**config.mk**
```make
export PLATFORM = sky130hd
export DESIGN_NAME = ncw_front
export DESIGN_NICKNAME = d
export VERILOG_FILES = /design/src/hw/rtl/ncw_pkg.sv /design/src/hw/rtl/ncw_front.sv
export SDC_FILE = /design/constraint.sdc
export NUM_CORES = 1
export LEC_CHECK = 0
export BUFFER_PORTS_ARGS = -buffer_cell sky130_fd_sc_hd__buf_2
export CORE_AREA = 2 2 53 55
export CTS_CLUSTER_DIAMETER = 200
export DETAILED_ROUTE_END_ITERATION = 8
export DIE_AREA = 0 0 55 57
export HOLD_SLACK_MARGIN = 0.05
export PLACE_DENSITY_LB_ADDON = 0.05
export RECOVER_POWER = 100
export SLEW_MARGIN = 20
export SYNTH_ARGS = -nofsm -noshare
export SYNTH_HDL_FRONTEND = slang
export SYNTH_SLANG_ARGS = --single-unit
export TNS_END_PERCENT = 100
```
**constraint.sdc**
```tcl
create_clock -name i_clk -period 2.3 [get_ports i_clk]
set_input_delay 0.46 -clock i_clk [delete_from_list [all_inputs] [get_ports i_clk]]
set_output_delay 0.46 -clock i_clk [all_outputs]
set_load 0.05 [all_outputs]
```
**src/hw/rtl/ncw_pkg.sv**
```systemverilog
// Types, constants and codes shared by the nearest-centroid WCSS core.
`timescale 1ns / 1ps
package ncw_pkg;

    // Fixed field widths.
    localparam int COORD_BITS = 16;
    localparam int CI_W       = 4;
    localparam int DI_W       = 4;
    localparam int CNT_W      = 5;
    localparam int SQ_W       = 2 * COORD_BITS;
    localparam int PSUM_W     = 37;
    localparam int DIST_W     = 36;
    localparam int WCSS_W     = 48;

    // Sizes.
    localparam int PSUM_SLOTS        = 16;
    localparam int NCW_MAX_CENTROIDS = 16;
    localparam int NCW_MAX_DIMS      = 16;
    localparam int FIFO_DEPTH        = 2;

    // Configuration register indexes.
    localparam logic CFG_ACTIVE_CENTROIDS = 1'b0;
    localparam logic CFG_ACTIVE_DIMS      = 1'b1;

    // Command codes of an input word.
    typedef enum logic [1:0] {
        CMD_LOAD  = 2'd0,
        CMD_POINT = 2'd1,
        CMD_CLEAR = 2'd2
    } t_ncw_cmd;

    // Back-end sequencer states.
    typedef enum logic [2:0] {
        BS_IDLE,
        BS_ISSUE,
        BS_DRAIN,
        BS_MIN,
        BS_POST
    } t_ncw_bstate;

    // One classified command word between front and back.
    typedef struct packed {
        t_ncw_cmd                op;
        logic [CI_W-1:0]         ci;
        logic [DI_W-1:0]         di;
        logic [COORD_BITS-1:0]   val;
        logic                    fin;
        logic                    last;
    } t_ncw_item;

    // One result word.
    typedef struct packed {
        logic [DIST_W-1:0] min_dist;
        logic [WCSS_W-1:0] wcss;
        logic              done;
        logic              sat;
    } t_ncw_res;

endpackage

```
**src/hw/rtl/ncw_front.sv**
```systemverilog
// Front end: configuration registers, input acceptance and command classification.
`timescale 1ns / 1ps
module ncw_front import ncw_pkg::*; #(
    parameter int MAX_CENTROIDS = NCW_MAX_CENTROIDS,
    parameter int MAX_DIMS      = NCW_MAX_DIMS
) (
    input  logic                  i_clk,
    input  logic                  i_rst_n,
    input  logic                  i_cfg_we,
    input  logic                  i_cfg_index,
    input  logic [CNT_W-1:0]      i_cfg_wdata,
    input  logic                  i_push,
    input  logic [1:0]            i_command,
    input  logic [CI_W-1:0]       i_centroid_index,
    input  logic [DI_W-1:0]       i_coord_index,
    input  logic [COORD_BITS-1:0] i_coord_value,
    input  logic                  i_last_point,
    input  logic                  i_q_full,
    output logic                  o_q_push,
    output t_ncw_item             o_q_item,
    output logic [CNT_W-1:0]      o_nc
);

    localparam int NC_CAP = (MAX_CENTROIDS < PSUM_SLOTS) ? MAX_CENTROIDS : PSUM_SLOTS;

    logic [CNT_W-1:0] r_active_centroids;
    logic [CNT_W-1:0] r_active_dims;
    logic [8:0]       nd;
    logic             keep;

    // Configuration registers.
    always_ff @(posedge i_clk) begin
        if (!i_rst_n) begin
            r_active_centroids <= CNT_W'(16);
            r_active_dims      <= CNT_W'(16);
        end else if (i_cfg_we) begin
            unique case (i_cfg_index)
                CFG_ACTIVE_CENTROIDS: r_active_centroids <= i_cfg_wdata;
                CFG_ACTIVE_DIMS:      r_active_dims      <= i_cfg_wdata;
                default: ;
            endcase
        end
    end

    // Effective counts: zero acts as one, large values clamp to the maximum.
    always_comb begin
        if (r_active_centroids == '0) begin
            o_nc = CNT_W'(1);
        end else if (9'(r_active_centroids) > 9'(NC_CAP)) begin
            o_nc = CNT_W'(NC_CAP);
        end else begin
            o_nc = r_active_centroids;
        end
        if (r_active_dims == '0) begin
            nd = 9'd1;
        end else if (9'(r_active_dims) > 9'(MAX_DIMS)) begin
            nd = 9'(MAX_DIMS);
        end else begin
            nd = 9'(r_active_dims);
        end
    end

    // Drop words that have no effect; pass the rest on to the back end.
    always_comb begin
        unique case (i_command)
            CMD_LOAD:  keep = (9'(i_centroid_index) < 9'(MAX_CENTROIDS)) &&
                              (9'(i_coord_index) < 9'(MAX_DIMS));
            CMD_POINT: keep = (9'(i_coord_index) < nd);
            CMD_CLEAR: keep = 1'b1;
            default:   keep = 1'b0;
        endcase
    end

    assign o_q_push      = i_push && !i_q_full && keep;
    assign o_q_item.op   = t_ncw_cmd'(i_command);
    assign o_q_item.ci   = i_centroid_index;
    assign o_q_item.di   = i_coord_index;
    assign o_q_item.val  = i_coord_value;
    assign o_q_item.fin  = (9'(i_coord_index) == nd - 9'd1);
    assign o_q_item.last = i_last_point;

endmodule

```
Yosys cells after proc, flatten, opt, wreduce, memory -nomap -nowiden
Cells that the tools add are included.

$add $sub $neg: 1. Order comparisons: 3. Equal/unequal tests: 3. Muxes and demuxes: 5. Bitwise gates (word level): 1. Reductions and logical operators: 9.

Operators by type and width (count): $mux 5 (4); $gt 5x5->1 const B (2); $logic_not 5->1 (2); $eq 4x9->1 (1); $lt 4x9->1 (1); $sub 9x1->9 const B (1); $reduce_and 2->1 (2); $eq 2x1->1 const B (1); $eq 2x2->1 const B (1); $logic_and 1x1->1 (2); $logic_not 2->1 (1); $pmux 1 s2 (1); $reduce_or 2->1 (1); $logic_not 1->1 (1); $not 1->1 (1).

Register bits: 10. Bits of input ports: 38. Output and inout bits: 34. Word-level logic and storage cells: 24.

Depth between registers and ports, before layout
Word-level depth: 6. Depth in mapped cells: 9. Depth with buffers taken out: 9.

Worst setup path after synthesis
Ideal clock, no wire load.

Path type: reg2out. Start: register r_active_dims[1]. End: output o_q_item[1] (netlist bit). Arrival: 2657 ps. Data required time: 1840 ps. Slack: -817 ps. Cell stages (with the launch flop): 10. Buffers on the path: 0. Cell sequence: dfxtp_1 nor3_1 nor2_1 nor2_1 inv_1 ha_1 and3_1 ha_1 or4b_1 nor4_2.

RTL lines: start: declaration (RTL line ncw_front.sv:27) `logic [CNT_W-1:0] r_active_dims;`; start signal: assignment (RTL line ncw_front.sv:39) `CFG_ACTIVE_DIMS: r_active_dims <= i_cfg_wdata;`; end: declaration (RTL line ncw_front.sv:20) `output t_ncw_item o_q_item,`.

==> flow_results.xml <==
<?xml version="1.0" encoding="UTF-8"?>
<metrics>
  <group name="outcome">
    <metric name="result_of_the_run" unit="">finished with violations</metric>
    <metric name="violations" unit="">negative setup slack</metric>
  </group>
  <group name="clock_tree">
    <metric name="worst_setup_hold_path_clk_slew" unit="ns">0.07</metric>
    <metric name="cts_inserted_buffers" unit="">3</metric>
    <metric name="cts_tree" unit="">built</metric>
    <metric name="cts_num_sinks" unit="">10</metric>
    <metric name="insertion_delay" unit="ns">0.26</metric>
    <metric name="cts-htree-levels" unit="">1</metric>
    <metric name="cts.root.buffer_cell" unit="">sky130_fd_sc_hd__clkbuf_4</metric>
    <metric name="bufs_on_longest_clock_path" unit="">2</metric>
  </group>
  <group name="global_routing">
    <metric name="globalRoute.totalOverflow" unit="">0</metric>
    <metric name="global_route_wire_length_before_repair" unit="um">2794</metric>
    <metric name="grt_max_degree" unit="">11</metric>
    <metric name="antenna_found_initial" unit="">0</metric>
    <metric name="track_usage" unit="%">12.14</metric>
    <metric name="grt_pass1_vias" unit="">629</metric>
  </group>
  <group name="synth">
    <metric name="yosysMostFrequentCell" unit="">sky130_fd_sc_hd__buf_4</metric>
    <metric name="synth.avg_cell_area" unit="um2">8.079</metric>
    <metric name="yosys.area.top_type_share" unit="%">23.89</metric>
    <metric name="syn-cell-area" unit="um2">848.3</metric>
    <metric name="synth_async_sr_flop_share" unit="%">0</metric>
    <metric name="synth_area_leader_cell" unit="">sky130_fd_sc_hd__buf_4</metric>
    <metric name="synth_warnings" unit="">0</metric>
    <metric name="yosys_reg_bits" unit="">10</metric>
    <metric name="post_synth_main_area_contributors" unit="">sky130_fd_sc_hd__buf_4 24%, sky130_fd_sc_hd__dfxtp_1 24%, sky130_fd_sc_hd__ha_1 8.8%</metric>
    <metric name="mappedNetlistNets" unit="">149</metric>
    <metric name="postSynthCellCount" unit="">105</metric>
    <metric name="netlist_top_cells_count" unit="">27 x sky130_fd_sc_hd__buf_4, 12 x sky130_fd_sc_hd__nand2_1, 10 x sky130_fd_sc_hd__dfxtp_1</metric>
    <metric name="synth_cell_types" unit="">26</metric>
    <metric name="ys_dominant_reg_cell" unit="">sky130_fd_sc_hd__dfxtp_1</metric>
    <metric name="seq_area_frac_synth" unit="%">23.60</metric>
    <metric name="synth_edf_count" unit="">0</metric>
  </group>
  <group name="drt">
    <metric name="avgRoutedWirePerCell" unit="um">11.78</metric>
    <metric name="drt-pass1-iter-count" unit="">4</metric>
    <metric name="routed_wirelength" unit="um">1790</metric>
    <metric name="drc_errors" unit="">0</metric>
    <metric name="number_of_routed_nets_with_antenna_violations" unit="">0</metric>
    <metric name="route.detailed.vias_per_inst" unit="">4.605</metric>
    <metric name="route.vias.total" unit="">700</metric>
    <metric name="drt-initial-drc-count" unit="">14</metric>
  </group>
  <group name="final_layout">
    <metric name="antenna-diode-count" unit="">0</metric>
    <metric name="total_of_fill_cells_in_the_finished_design" unit="">285</metric>
    <metric name="layout.cells.non_filler" unit="">152</metric>
    <metric name="final_nets" unit="">166</metric>
    <metric name="final_cell_area" unit="um2">999.7</metric>
    <metric name="area_growth" unit="%">17.85</metric>
    <metric name="drive_gt1_share" unit="%">37.19</metric>
  </group>
  <group name="sta">
    <metric name="relSlewSlack" unit="%">60.22</metric>
    <metric name="setup_ws" unit="ns">-0.5204</metric>
    <metric name="timing_worst_slew_pin_value" unit="ns">0.5992</metric>
    <metric name="min_period" unit="ns">2.820</metric>
    <metric name="layout_worst_path_cycle_share" unit="%">122.6</metric>
    <metric name="fmax" unit="GHz">0.3546</metric>
    <metric name="final-setup-viol-count" unit="">1</metric>
    <metric name="clock-skew-final" unit="ns">0</metric>
    <metric name="number_of_hold_violations_in_the_final_report" unit="">0</metric>
    <metric name="report.final.slew_viol_count" unit="">0</metric>
    <metric name="rsz_0062_raised_after_global_routing" unit="">true</metric>
    <metric name="totalNegativeSetupSlack" unit="ns">-0.5204</metric>
  </group>
  <group name="critical_path">
    <metric name="timing.rr.start" unit="">r_active_dims[2]$_SDFFE_PN0P_</metric>
    <metric name="timing_worst_setup_path_type" unit="">reg2out</metric>
    <metric name="worstPathCellList" unit="">nor3_2 &gt; nor2_1 &gt; nor2_1 &gt; inv_1 &gt; ha_2 &gt; and3_4 &gt; ha_4 &gt; or4b_4 &gt; nor4_4 &gt; buf_6</metric>
    <metric name="reg2reg_to" unit="">r_active_dims[2]$_SDFFE_PN0P_</metric>
    <metric name="worst-endpoint-required" unit="ns">1.84</metric>
    <metric name="cp_top_family" unit="">simple AND/OR/NAND/NOR gates</metric>
    <metric name="worstPathBufferInverterCount" unit="">2</metric>
    <metric name="critical-path-top-cell-by-count" unit="">sky130_fd_sc_hd__nor2_1</metric>
    <metric name="setup.worst_path.end" unit="">o_q_item[1]</metric>
    <metric name="setup.worst_path.start_class" unit="">flip-flop</metric>
    <metric name="setup.reg_to_reg.worst_slack" unit="ns">1.53</metric>
    <metric name="launching_element_of_the_worst_setup_path" unit="">r_active_dims[3]$_SDFFE_PN0P_</metric>
    <metric name="critical_path.endpoint_type" unit="">primary output</metric>
    <metric name="r2r_cells" unit="">3</metric>
    <metric name="critical_path.slowest_cell" unit="">sky130_fd_sc_hd__or4b_4</metric>
    <metric name="cpPeakStageDelay" unit="ns">0.47</metric>
    <metric name="worst-path-max-fanout" unit="">2</metric>
    <metric name="arrival" unit="ns">2.36</metric>
    <metric name="crit_cells" unit="">10</metric>
  </group>
  <group name="pwr">
    <metric name="static-leakage-power" unit="uW">0.0004400</metric>
    <metric name="powerDensity" unit="nW/um2">508.5</metric>
    <metric name="power" unit="uW">508.4</metric>
    <metric name="vdd_drop_max" unit="V">0.0002678</metric>
  </group>
  <group name="placed_design">
    <metric name="port_buffers" unit="">29</metric>
    <metric name="finalWeightedCongestion" unit="">0.6728</metric>
    <metric name="placement.cell_area" unit="um2">932.1</metric>
    <metric name="place_hpwl" unit="um">1483</metric>
    <metric name="dp_cells" unit="">148</metric>
    <metric name="pre_cts_slack" unit="ns">-0.3330</metric>
  </group>
  <group name="hold_path">
    <metric name="hold_path_startpoint" unit="">i_cfg_wdata[4]</metric>
    <metric name="min-delay-path-class" unit="">in2reg</metric>
  </group>
  <group name="die">
    <metric name="placeableCoreArea" unit="um2">2615</metric>
    <metric name="design.portCount" unit="">72</metric>
    <metric name="floorplan.initialDensity" unit="%">32.44</metric>
    <metric name="die_w" unit="um">55</metric>
    <metric name="die_ar" unit="um2">3135</metric>
    <metric name="chip_height" unit="um">57</metric>
    <metric name="core.rowCount" unit="">19</metric>
  </group>
  <group name="job">
    <metric name="cap_violations" unit="">0</metric>
  </group>
</metrics>
[power breakdown]
part | total (uW) | switching (uW) | internal [uW] | leakage, uW
logic | 161 | 92.7 | 68.8 | 0.000337
clock network | 158 | 62.3 | 96.1 | 0.0000210
registers | 189 | 6.56 | 182 | 0.0000824
[worst min-delay path by stage]
| stage | end | cells past startpoint |
|---|---|---|
| final | r_active_centroids[4]$_SDFFE_PN1P_ | 3 |
| after detailed placement | r_active_dims[0]$_SDFFE_PN0P_ | 2 |
| after floorplan | r_active_dims[0]$_SDFFE_PN0P_ | 2 |
| after global routing | r_active_centroids[4]$_SDFFE_PN1P_ | 2 |
| after CTS | r_active_centroids[4]$_SDFFE_PN1P_ | 3 |
| after global placement | r_active_dims[0]$_SDFFE_PN0P_ | 2 |
[logic make-up (layout without fill, tap and decap cells)]
kind of cell | Yosys count | count (layout) | share of synthesized area, %
fa+ha+maj | 6 | 6 | 8.849
flops | 10 | 10 | 23.60
xor+xnor | 4 | 4 | 4.131
compound gates | 9 | 9 | 7.080
buf+inv | 33 | 49 | 26.69
mux | 5 | 5 | 5.900
simple gates | 38 | 38 | 23.75
[layer usage]
metal,track usage [%],part of all wire (%),up-vias
met5,0,0,-
met4,7.317,1.7,0
met3,2.094,8.7,10
met2,20.41,49,26
met1,13.80,40,310
li1,-,-,354
[worst register-to-register path: stages (launching register included)]
cell and delay (ns):
sky130_fd_sc_hd__dfxtp_1 0.34, sky130_fd_sc_hd__buf_4 0.13, sky130_fd_sc_hd__nand2_1 0.04, sky130_fd_sc_hd__a21boi_0 0.18
[metrics by stage]
step	hold slack, ns	util [%]
floorplan	0.4525	-
global placement	0.4921	35.65
detailed placement	0.4915	35.65
CTS	0.4271	37.99
global route	0.4454	38.23
finish	0.4327	38.23
[sequential cells by signal (all words and copies together) (netlist names)]
register / flops
r_active_centroids: 5
r_active_dims: 5
[what timing repair did]
item / in CTS / in global routing
setup endpoints to repair: 2 / 2
gates resized for setup: 8 / 3
pin swaps: 4 / 1
buffers inserted: 1 / 0
hold buffers: 0 / 0
[layout make-up]
class	instances	area [um2]	area share [%]
Multi-Input combinational cell	62	479.2	47.93
Tap cell	31	38.79	3.880
Clock buffer	4	36.28	3.630
Timing Repair Buffer	41	229.0	22.90
Sequential cell	10	201.4	20.15
Inverter	4	15.01	1.502
[cell usage in the layout (no fill, tap or decap), types with 2 or more instances in the layout]
cell type,synthesis,final
sky130_fd_sc_hd__buf_2,1,15
sky130_fd_sc_hd__buf_4,27,13
sky130_fd_sc_hd__nand2_1,12,12
sky130_fd_sc_hd__clkbuf_1,1,12
sky130_fd_sc_hd__dfxtp_1,10,9
sky130_fd_sc_hd__nor2b_1,7,7
sky130_fd_sc_hd__nand3_1,6,6
sky130_fd_sc_hd__mux2i_1,5,5
sky130_fd_sc_hd__nor2_1,4,4
sky130_fd_sc_hd__a21boi_0,4,4
sky130_fd_sc_hd__inv_1,4,3
sky130_fd_sc_hd__a21oi_2,1,3
sky130_fd_sc_hd__xnor2_1,3,3
sky130_fd_sc_hd__ha_1,6,3
sky130_fd_sc_hd__clkbuf_4,0,3
sky130_fd_sc_hd__ha_4,0,2
(Power assumes the default switching activity.)
