<file path="src/hw/rtl/ncw_pkg.sv">
// Types, constants and codes shared by the nearest-centroid WCSS core.
`timescale 1ns / 1ps
package ncw_pkg;

    // Fixed field widths.
    localparam int COORD_BITS = 16;
    localparam int CI_W       = 4;
    localparam int DI_W       = 4;
    localparam int CNT_W      = 5;
    localparam int SQ_W       = 2 * COORD_BITS;
    localparam int PSUM_W     = 37;
    localparam int DIST_W     = 36;
    localparam int WCSS_W     = 48;

    // Sizes.
    localparam int PSUM_SLOTS        = 16;
    localparam int NCW_MAX_CENTROIDS = 16;
    localparam int NCW_MAX_DIMS      = 16;
    localparam int FIFO_DEPTH        = 2;

    // Configuration register indexes.
    localparam logic CFG_ACTIVE_CENTROIDS = 1'b0;
    localparam logic CFG_ACTIVE_DIMS      = 1'b1;

    // Command codes of an input word.
    typedef enum logic [1:0] {
        CMD_LOAD  = 2'd0,
        CMD_POINT = 2'd1,
        CMD_CLEAR = 2'd2
    } t_ncw_cmd;

    // Back-end sequencer states.
    typedef enum logic [2:0] {
        BS_IDLE,
        BS_ISSUE,
        BS_DRAIN,
        BS_MIN,
        BS_POST
    } t_ncw_bstate;

    // One classified command word between front and back.
    typedef struct packed {
        t_ncw_cmd                op;
        logic [CI_W-1:0]         ci;
        logic [DI_W-1:0]         di;
        logic [COORD_BITS-1:0]   val;
        logic                    fin;
        logic                    last;
    } t_ncw_item;

    // One result word.
    typedef struct packed {
        logic [DIST_W-1:0] min_dist;
        logic [WCSS_W-1:0] wcss;
        logic              done;
        logic              sat;
    } t_ncw_res;

endpackage

</file>
<file path="src/hw/rtl/ncw_fifo.sv">
// Small first-in first-out queue used between the core's stages and at its output.
`timescale 1ns / 1ps
module ncw_fifo import ncw_pkg::*; #(
    parameter int W = 8
) (
    input  logic         i_clk,
    input  logic         i_rst_n,
    input  logic         i_push,
    input  logic [W-1:0] i_data,
    output logic         o_full,
    input  logic         i_pop,
    output logic [W-1:0] o_data,
    output logic         o_empty
);

    localparam int PW = (FIFO_DEPTH > 1) ? $clog2(FIFO_DEPTH) : 1;

    logic [W-1:0] r_mem [FIFO_DEPTH];
    logic [PW-1:0] r_wp;
    logic [PW-1:0] r_rp;
    logic [PW:0]   r_cnt;
    logic          do_push;
    logic          do_pop;

    assign o_full  = (r_cnt == (PW+1)'(FIFO_DEPTH));
    assign o_empty = (r_cnt == '0);
    assign do_push = i_push && !o_full;
    assign do_pop  = i_pop && !o_empty;
    assign o_data  = r_mem[r_rp];

    // Pointers and fill count.
    always_ff @(posedge i_clk) begin
        if (!i_rst_n) begin
            r_wp  <= '0;
            r_rp  <= '0;
            r_cnt <= '0;
        end else begin
            if (do_push) begin
                r_wp <= (r_wp == PW'(FIFO_DEPTH - 1)) ? '0 : r_wp + 1'b1;
            end
            if (do_pop) begin
                r_rp <= (r_rp == PW'(FIFO_DEPTH - 1)) ? '0 : r_rp + 1'b1;
            end
            if (do_push && !do_pop) begin
                r_cnt <= r_cnt + 1'b1;
            end else if (do_pop && !do_push) begin
                r_cnt <= r_cnt - 1'b1;
            end
        end
    end

    // Storage.
    always_ff @(posedge i_clk) begin
        if (do_push) begin
            r_mem[r_wp] <= i_data;
        end
    end

endmodule

</file>
<file path="config.mk">
export PLATFORM = sky130hd
export DESIGN_NAME = ncw_fifo
export DESIGN_NICKNAME = d
export VERILOG_FILES = /design/src/hw/rtl/ncw_pkg.sv /design/src/hw/rtl/ncw_fifo.sv
export SDC_FILE = /design/constraint.sdc
export NUM_CORES = 1
export LEC_CHECK = 0
export BUFFER_PORTS_ARGS = -buffer_cell sky130_fd_sc_hd__buf_4
export CAP_MARGIN = 20
export CORE_MARGIN = 4
export CORE_UTILIZATION = 49
export CTS_CLUSTER_DIAMETER = 100
export DETAILED_ROUTE_END_ITERATION = 8
export MAX_ROUTING_LAYER = met4
export PLACE_DENSITY = 0.83
export SLEW_MARGIN = 20
export SYNTH_ARGS = -nofsm -noshare
export SYNTH_HDL_FRONTEND = slang
export SYNTH_SLANG_ARGS = --single-unit
export TNS_END_PERCENT = 50
</file>
<file path="constraint.sdc">
create_clock -name i_clk -period 1.6 [get_ports i_clk]
set_input_delay 0.24 -clock i_clk [delete_from_list [all_inputs] [get_ports i_clk]]
set_output_delay 0.24 -clock i_clk [all_outputs]
set_load 0.005 [all_outputs]
</file>
**Word-level counts from Yosys, hierarchy flattened**

Memory sizes are Yosys's and may differ from the RTL's. A register that Yosys moved wholly into a read port is not among the register bits.
Cells that the tools add are included.
Widths: inputs -> output; s select.

- Bits in registers: 4
- Memories: 1
- Logic and storage cells: 27
- Bits of input ports: 12
- Output and inout port bits: 10
- Bits in writable memories: 16

- Add/subtract/negate cells: 4
- Multiplexer cells: 8
- Equal/unequal tests: 1
- Reduce and logical (&&, ||, !) cells: 10

Memories:

| memory | words | width | rd ports | clocked after memory_dff | wr ports | RTL line | source |
|---|---|---|---|---|---|---|---|
| r_mem | 2 | 8 | 1 | 1 | 1 | ncw_fifo.sv:18 | `logic [W-1:0] r_mem [FIFO_DEPTH];` |

Operator list:

| operator | number |
|---|---|
| $mux 1 | 6 |
| $logic_and 1x1->1 | 4 |
| $logic_not 1->1 | 4 |
| $mux 2 | 2 |
| $add 1x1->1 const B | 2 |
| $add 2x1->2 const B | 1 |
| $eq 2x2->1 const B | 1 |
| $logic_not 2->1 | 1 |
| $reduce_bool 2->1 | 1 |
| $sub 2x1->2 const B | 1 |

**Logic depth before layout (Yosys ltp)**

Gate-level depths: netlist (run 1).

- Depth in word-level cells: 7
- Gate-level depth with buffers: 7
- Mapped depth without buffers: 7

**Worst setup path after synthesis (run 1)**

No wires, ideal clock.

- Path kind: register -> register
- From: reg r_cnt[0]
- To: reg r_cnt[1]
- Cell stages (with the launch flop): 7
- Path buffers: 0
- Path slack: 0.146 ns
- Arrival: 1.384 ns
- Clock period less this slack: 1.454 ns
- Setup time: 0.070 ns
- Cell sequence: dfxtp_1 nand2b_1 inv_2 nor2_1 ha_1 or3_1 a21boi_1

- Word-level cells in the longest chain between the ends: 6
- Elaborated cells between the ends (all ways): 15
- Classes of those cells: add/sub (2); eq/ne (1); mux (2); reduce/logical (10)

Ends and longest elaborated chain:

| what | RTL line | source |
|---|---|---|
| start: declaration | ncw_fifo.sv:21 | `logic [PW:0] r_cnt;` |
| start signal: assignment | ncw_fifo.sv:45 | `r_cnt <= r_cnt + 1'b1;` |
| start signal: assignment | ncw_fifo.sv:47 | `r_cnt <= r_cnt - 1'b1;` |
| $eq 2x2->1 * | ncw_fifo.sv:25 | `assign o_full = (r_cnt == (PW+1)'(FIFO_DEPTH));` |
| via o_full | ncw_fifo.sv:10 | `output logic o_full,` |
| $logic_not 1->1 * | ncw_fifo.sv:27 | `assign do_push = i_push && !o_full;` |
| $logic_and 1x1->1 * | ncw_fifo.sv:27 |  |
| $logic_not 1->1 | ncw_fifo.sv:46 | `end else if (do_pop && !do_push) begin` |
| $logic_and 1x1->1 | ncw_fifo.sv:46 |  |
| $reduce_bool 2->1 (no line) | n/a |  |

The timed path passes the listed nets; every way through them passes the cells marked *. The select of a mux whose other input is x is not followed.
A chain may end at the register's enable or synchronous reset.

**Worst setup path in the final report (run 1)**

- From: reg r_cnt[0]
- To: reg r_cnt[1]

- Word-level cells in the longest chain between the ends: 6
- Elaborated cells between the ends (all ways): 15
- Classes of those cells: add/sub (2); eq/ne (1); mux (2); reduce/logical (10)

Ends and longest elaborated chain:

| what | RTL line |
|---|---|
| $eq 2x2->1 or $logic_not 2->1 (tied branches) | ncw_fifo.sv:25, ncw_fifo.sv:26 |
| $logic_not 1->1 (on tied branches) | ncw_fifo.sv:27, ncw_fifo.sv:28 |
| $logic_and 1x1->1 (on tied branches) | ncw_fifo.sv:27, ncw_fifo.sv:28 |
| $logic_not 1->1 (on tied branches) | ncw_fifo.sv:46, ncw_fifo.sv:44 |
| $logic_and 1x1->1 (on tied branches) | ncw_fifo.sv:46, ncw_fifo.sv:44 |
| $reduce_bool 2->1 (no line) or $mux 2 (tied branches) | n/a |

Parallel ways exist; a longest one is shown, timed or not. The select of a mux whose other input is x is not followed.

==> results.sh, run 1 <==
export IMPL_hp_class="input pin to flop"
export IMPL_status="completed"
export IMPL_fin_worst_skew_ns=0.00149
export IMPL_syn_cell_area_um2=810
export IMPL_ir_drop_uv=899
export IMPL_std_cell_rows=14
export IMPL_crit_family="simple AND/OR/NAND/NOR gates"
export IMPL_final_common_cell="buf_4"
export IMPL_rrSetupSlack_ns=0.09
export IMPL_grt_antenna_before_repair=0
export IMPL_drtAntennaViolNets=0
export IMPL_cts_root_buffer="clkbuf_4"
export IMPL_gp_congestion=0.763
export IMPL_cts_reportedPaths_clkPinSlew_ns=0.11
export IMPL_pre_cts_slack_ns=0.0292
export IMPL_fin_util=0.677
export IMPL_critPathBufInv=1
export IMPL_yosys_area_share_adder=0.0155
export IMPL_finalSetupViolCount=0
export IMPL_finalHoldViolCount=0
export IMPL_arrival_ns=1.75
export IMPL_worstPathMaxFanout=5
export IMPL_synth_compound_area_frac=0.0402
export IMPL_worstSkewPairLatency_ns=0.30
export IMPL_min_period_ns=1.51
export IMPL_cts_tree="yes"
export IMPL_finalWirelength_mm=1.31
export IMPL_max_slew_margin_rel=0.735
export IMPL_drv_cap=0
export IMPL_drtIter0Drc=8
export IMPL_cts_sinks=21
export IMPL_io_buffers=21
export IMPL_synth_top_family_by_area="multiplexers"
export IMPL_stdcell_count=94
export IMPL_syn_num_nets=63
export IMPL_ys_ff_latch=21
export IMPL_cts_buffers=3
export IMPL_vias=489
export IMPL_leakage_nw=0.418
export IMPL_path_cells="nand2b_1, inv_2, nor2_1, ha_1, xor2_1, or3_1, a21boi_1"
export IMPL_synth_top_cell_area_share=0.594
export IMPL_track_usage=0.120
export IMPL_num_antenna_cells=0
export IMPL_syn_area_per_cell_um2=16.2
export IMPL_yosys_area_share_simple=0.0680
export IMPL_yosysUniqueCellTypes=20
export IMPL_syn_inst=50
export IMPL_cts_hold_buf=0
export IMPL_layout_cells_most_common_list="25 x buf_4, 16 x edfxtp_1, 8 x mux2_2"
export IMPL_avgRoutedWirePerCell_um=13.9
export IMPL_netlist_top_cell_by_area="edfxtp_1"
export IMPL_grt_pass1_wl_mm=2.11
export IMPL_htreeDepth=1
export IMPL_worst_setup_path_end_kind="flop"
export IMPL_startpoint_type="flop"
export IMPL_die_x_um=48.6
export IMPL_area_growth_syn_to_layout_pct=28.9
export IMPL_crit_required_ns=1.84
export IMPL_routed_via_density=5.20
export IMPL_whs_ns=0.120
export IMPL_layout_drive_gt1_share=0.513
export IMPL_die_h_um=48.6
export IMPL_tightestPinTransition_ns=0.397
export IMPL_dieArea_um2=2370
export IMPL_drc=0
export IMPL_start_util=0.525
export IMPL_layout_nets=92
export IMPL_first_pass_iters=4
export IMPL_synth_seq_area_share=0.717
export IMPL_setup_slack_ns=0.0867
export IMPL_core_area_um2=1540
export IMPL_overflow=0
export IMPL_synth_xor_area_frac=0.0325
export IMPL_yosys_warnings=0
export IMPL_placed_cells=88
export IMPL_critical_path_class="flop to flop"
export IMPL_final_max_slew_viol_count=0
export IMPL_clock_path_buffers=2
export IMPL_synth_mux_area_frac=0.111
export IMPL_period_share=0.946
export IMPL_fmax_mhz=661
export IMPL_grt_pass1_vias=480
export IMPL_power_density_nw_per_um2=1490
export IMPL_netlist_top_cells_area="edfxtp_1 59%, dfxtp_1 12%, mux2_2 11%"
export IMPL_grt_start_max_net_pins=12
export IMPL_dp_hpwl_um=954
export IMPL_max_stage_delay_ns=0.38
export IMPL_io_pins=22
export IMPL_cpMaxStageDelayCell="dfxtp_4"
[final cells by class]
cell class                 instances  area (um^2)
sequential                        21          586
fill                             118          498
multi-input combinational         26          216
timing repair buffer              25          188
clock buffer                       4         26.3
tap                               16         20.0
inverter                           2         7.51
[routing by layer]
metal  share of wire  routed length (um)  global-route usage  vias to the layer above
met5               0                   0                   -                        -
met4           0.029                  38              0.0807                        0
met3           0.061                  80              0.0399                        4
met2            0.48                 632               0.185                       15
met1            0.42                 555               0.130                      231
li1                -                   -                   -                      239
[path summary, 6_finish.rpt]
kind | to | startpoint | cells past startpoint
max | r_cnt[1] | r_cnt[0] | 7
min | r_mem[0][7] | i_data[7] | 1
min reg2reg | r_cnt[1] | r_cnt[1] | 2
max reg2reg | r_cnt[1] | r_cnt[0] | 7
[power breakdown]
part / total [mW] / internal [mW] / switching, mW
Clock: 0.244 / 0.0971 / 0.147
Sequential: 0.776 / 0.704 / 0.0719
Combinational: 0.531 / 0.333 / 0.198
Total: 1.55 / 1.13 / 0.418
[per-stage QoR]
stage	power (mW)	area, um^2	TNS (ns)
finish	1.55	1040	0
global route	1.66	1040	-0.00363
CTS	1.53	1020	0
detailed placement	1.28	997	0
global placement	1.26	997	0
floorplan	1.05	810	0
[synthesized netlist by cell type, drive strengths merged]
master / number
o21ai: 2
nand2b: 1
inv: 2
buf: 1
ha: 1
nor3: 1
xnor2: 2
a21boi: 2
nor2: 2
or3: 1
mux2: 8
edfxtp: 16
o21a: 1
and3: 1
and2: 3
xor2: 1
dfxtp: 5
[worst reg2reg max path, delay by kind of cell, from the launching register on]
kind | cells | cell delay, ns
and+or+nand+nor | 3 | 0.52
xor gates and xnor gates | 1 | 0.15
AOI/OAI and AO/OA | 1 | 0.13
buffers and inverters | 1 | 0.08
adders and majority gates | 1 | 0.20
DFF | 1 | 0.38
[cell families (layout without fill, tap and decap cells)]
logic type / count (synthesis) / count (layout)
adder cells (fa/ha/maj): 1 / 1
flip-flops: 21 / 21
multiplexers: 8 / 8
AND/OR/NAND/NOR: 9 / 9
buffers and inverters: 3 / 31
AO/OA/AOI/OAI: 5 / 5
XOR/XNOR: 3 / 3
[registers in the layout, indices dropped and copies added, names as in the netlist, named ones only]
register  count
r_mem        16
r_rp          1
r_cnt         2
r_wp          1
[timing repair]
action,4_1_cts,5_1_grt
pin swaps,0,1
cloned,0,0
setup buffers,0,2
gates resized for setup,1,2
setup endpoints to repair,8,1
(Power assumes the default switching activity.)
==> run 2, diff against run 1 <==
- SETUP_SLACK_MARGIN: default -> 0.3
==> run 2 against run 1 <==
Net effect: power grew 16%; register-to-register slack better by 0.05 ns; worst setup slack improved by 0.050 ns; critical endpoint unchanged; highest routed layer unchanged; sequential power is 4.0% higher.
==> results.sh, run 2 (same netlist as run 1, synthesis figures left out) <==
export IMPL_status="completed"
export IMPL_startpoint_type="flop"
export IMPL_drtAntennaViolNets=0
export IMPL_overflow=0
export IMPL_cts_root_buffer="clkbuf_4"
export IMPL_power_density_nw_per_um2=1540
export IMPL_layout_cells_most_common_list="16 x edfxtp_1, 15 x buf_4, 11 x buf_6, 8 x mux2_4"
export IMPL_grt_pass1_wl_mm=2.44
export IMPL_hp_class="input pin to flop"
export IMPL_period_share=0.915
export IMPL_r2r_start="r_cnt[0]"
export IMPL_stdcell_count=96
export IMPL_grt_pass1_vias=516
export IMPL_std_cell_rows=14
export IMPL_finalHoldViolCount=0
export IMPL_area_growth_syn_to_layout_pct=45.0
export IMPL_num_antenna_cells=0
export IMPL_finalSetupViolCount=0
export IMPL_htreeDepth=1
export IMPL_arrival_ns=1.70
export IMPL_core_area_um2=1540
export IMPL_layout_drive_gt1_share=0.613
export IMPL_setup_tns_ns=0
export IMPL_placed_cells=87
export IMPL_max_slew_margin_rel=0.750
export IMPL_cts_reportedPaths_clkPinSlew_ns=0.11
export IMPL_top_register="r_mem"
export IMPL_leakage_nw=0.479
export IMPL_die_h_um=48.6
export IMPL_drc=0
export IMPL_grt_start_max_net_pins=13
export IMPL_worstSkewPairLatency_ns=0.30
export IMPL_dpl_cell_area_um2=1010
export IMPL_rsz0062_at_grt="yes"
export IMPL_largestRegisters="r_mem (16), r_cnt (2)"
export IMPL_io_pins=22
export IMPL_ir_drop_uv=1290
export IMPL_fmax_mhz=683
export IMPL_first_pass_iters=3
export IMPL_fin_worst_skew_ns=0.00271
export IMPL_routed_via_density=5.17
export IMPL_whs_endpoint="r_mem[0][5]"
export IMPL_dieArea_um2=2370
export IMPL_holdCritStartpoint="i_data[5]"
export IMPL_crit_path_start="r_cnt[0]"
export IMPL_crit_required_ns=1.84
export IMPL_cts_tree="yes"
export IMPL_largest_reg_flops=16
export IMPL_final_common_cell="edfxtp_1"
export IMPL_avgRoutedWirePerCell_um=16.1
export IMPL_layout_nets=94
export IMPL_io_buffers=21
export IMPL_design_area_um2=1170
export IMPL_min_period_ns=1.46
export IMPL_finalWirelength_mm=1.55
export IMPL_clock_path_buffers=2
export IMPL_track_usage=0.145
export IMPL_drv_cap=0
export IMPL_fillers=97
export IMPL_cts_hold_buf=0
export IMPL_die_x_um=48.6
export IMPL_worst_r2r_cell_count=7
export IMPL_rrSetupSlack_ns=0.14
export IMPL_final_max_slew_viol_count=0
export IMPL_worstPathMaxFanout=4
export IMPL_tightestPinTransition_ns=0.375
export IMPL_pre_cts_slack_ns=0.137
export IMPL_critical_path_class="flop to flop"
export IMPL_reg2reg_to="r_cnt[1]"
export IMPL_holdPathStages=1
export IMPL_worst_setup_path_end_kind="flop"
export IMPL_grt_antenna_before_repair=0
export IMPL_vias=496
export IMPL_drtIter0Drc=4
export IMPL_cts_sinks=21
export IMPL_start_util=0.525
export IMPL_gp_congestion=0.640
export IMPL_cts_buffers=3
export IMPL_setup_slack_ns=0.136
run 2: cell types whose count changed in the layout (fill, tap and decap cells not counted), sizes merged:
cell / change
clkbuf: -1
buf: +2
clkinv: +1
run 2: worst max path at each step:
stage,endpoint,slack [ns]
3_3_place_gp,r_cnt[1],0.20
3_5_place_dp,r_cnt[1],0.14
4_1_cts,o_data[3],0.15
6_report,r_cnt[1],0.14
5_1_grt,r_cnt[1],0.08
2_1_floorplan,r_cnt[1],0.22
run 2: critical path, cell delays in order (launching register included):
cell      delay, ns
dfxtp_4        0.37
nand2b_4       0.15
inv_4          0.07
nor2_4         0.04
ha_4           0.16
xor2_2         0.14
or3_1          0.35
a21boi_1       0.12
run 2: what timing repair did:
item | CTS | global route
pin swaps | 2 | 2
cloned | 0 | 1
setup endpoints to repair | 10 | 26
buffers inserted | 2 | 2
resized for setup | 23 | 4
run 2: cell type report:
type / instances / area (um^2) / share of cell area
inverters: 2 / 10.0 / 0.00853
well taps: 16 / 20.0 / 0.0171
clock inverters: 1 / 5.00 / 0.00426
repair buffers: 27 / 241 / 0.206
multi-input cells: 26 / 285 / 0.243
clock buffers: 3 / 22.5 / 0.0192
flip-flops and latches: 21 / 589 / 0.502
run 2: metrics by stage:
step,hold WS (ns),utilization,power (mW)
after floorplan,0.339,-,1.08
after global placement,0.425,0.653,1.29
after detailed placement,0.427,0.653,1.31
after CTS,0.108,0.736,1.73
after global routing,0.0942,0.761,1.92
final,0.114,0.761,1.80
run 2: layer usage:
layer,track usage,vias up,part of all wire
li1,-,241,-
met1,0.164,238,0.39
met2,0.228,13,0.53
met3,0.0429,4,0.050
met4,0.0807,0,0.022
met5,-,-,0
run 2: power by group:
group | total [mW] | internal [mW] | switching [mW]
sequential | 0.807 | 0.711 | 0.0958
combinational | 0.748 | 0.487 | 0.262
clock | 0.247 | 0.0932 | 0.154
total | 1.80 | 1.29 | 0.512
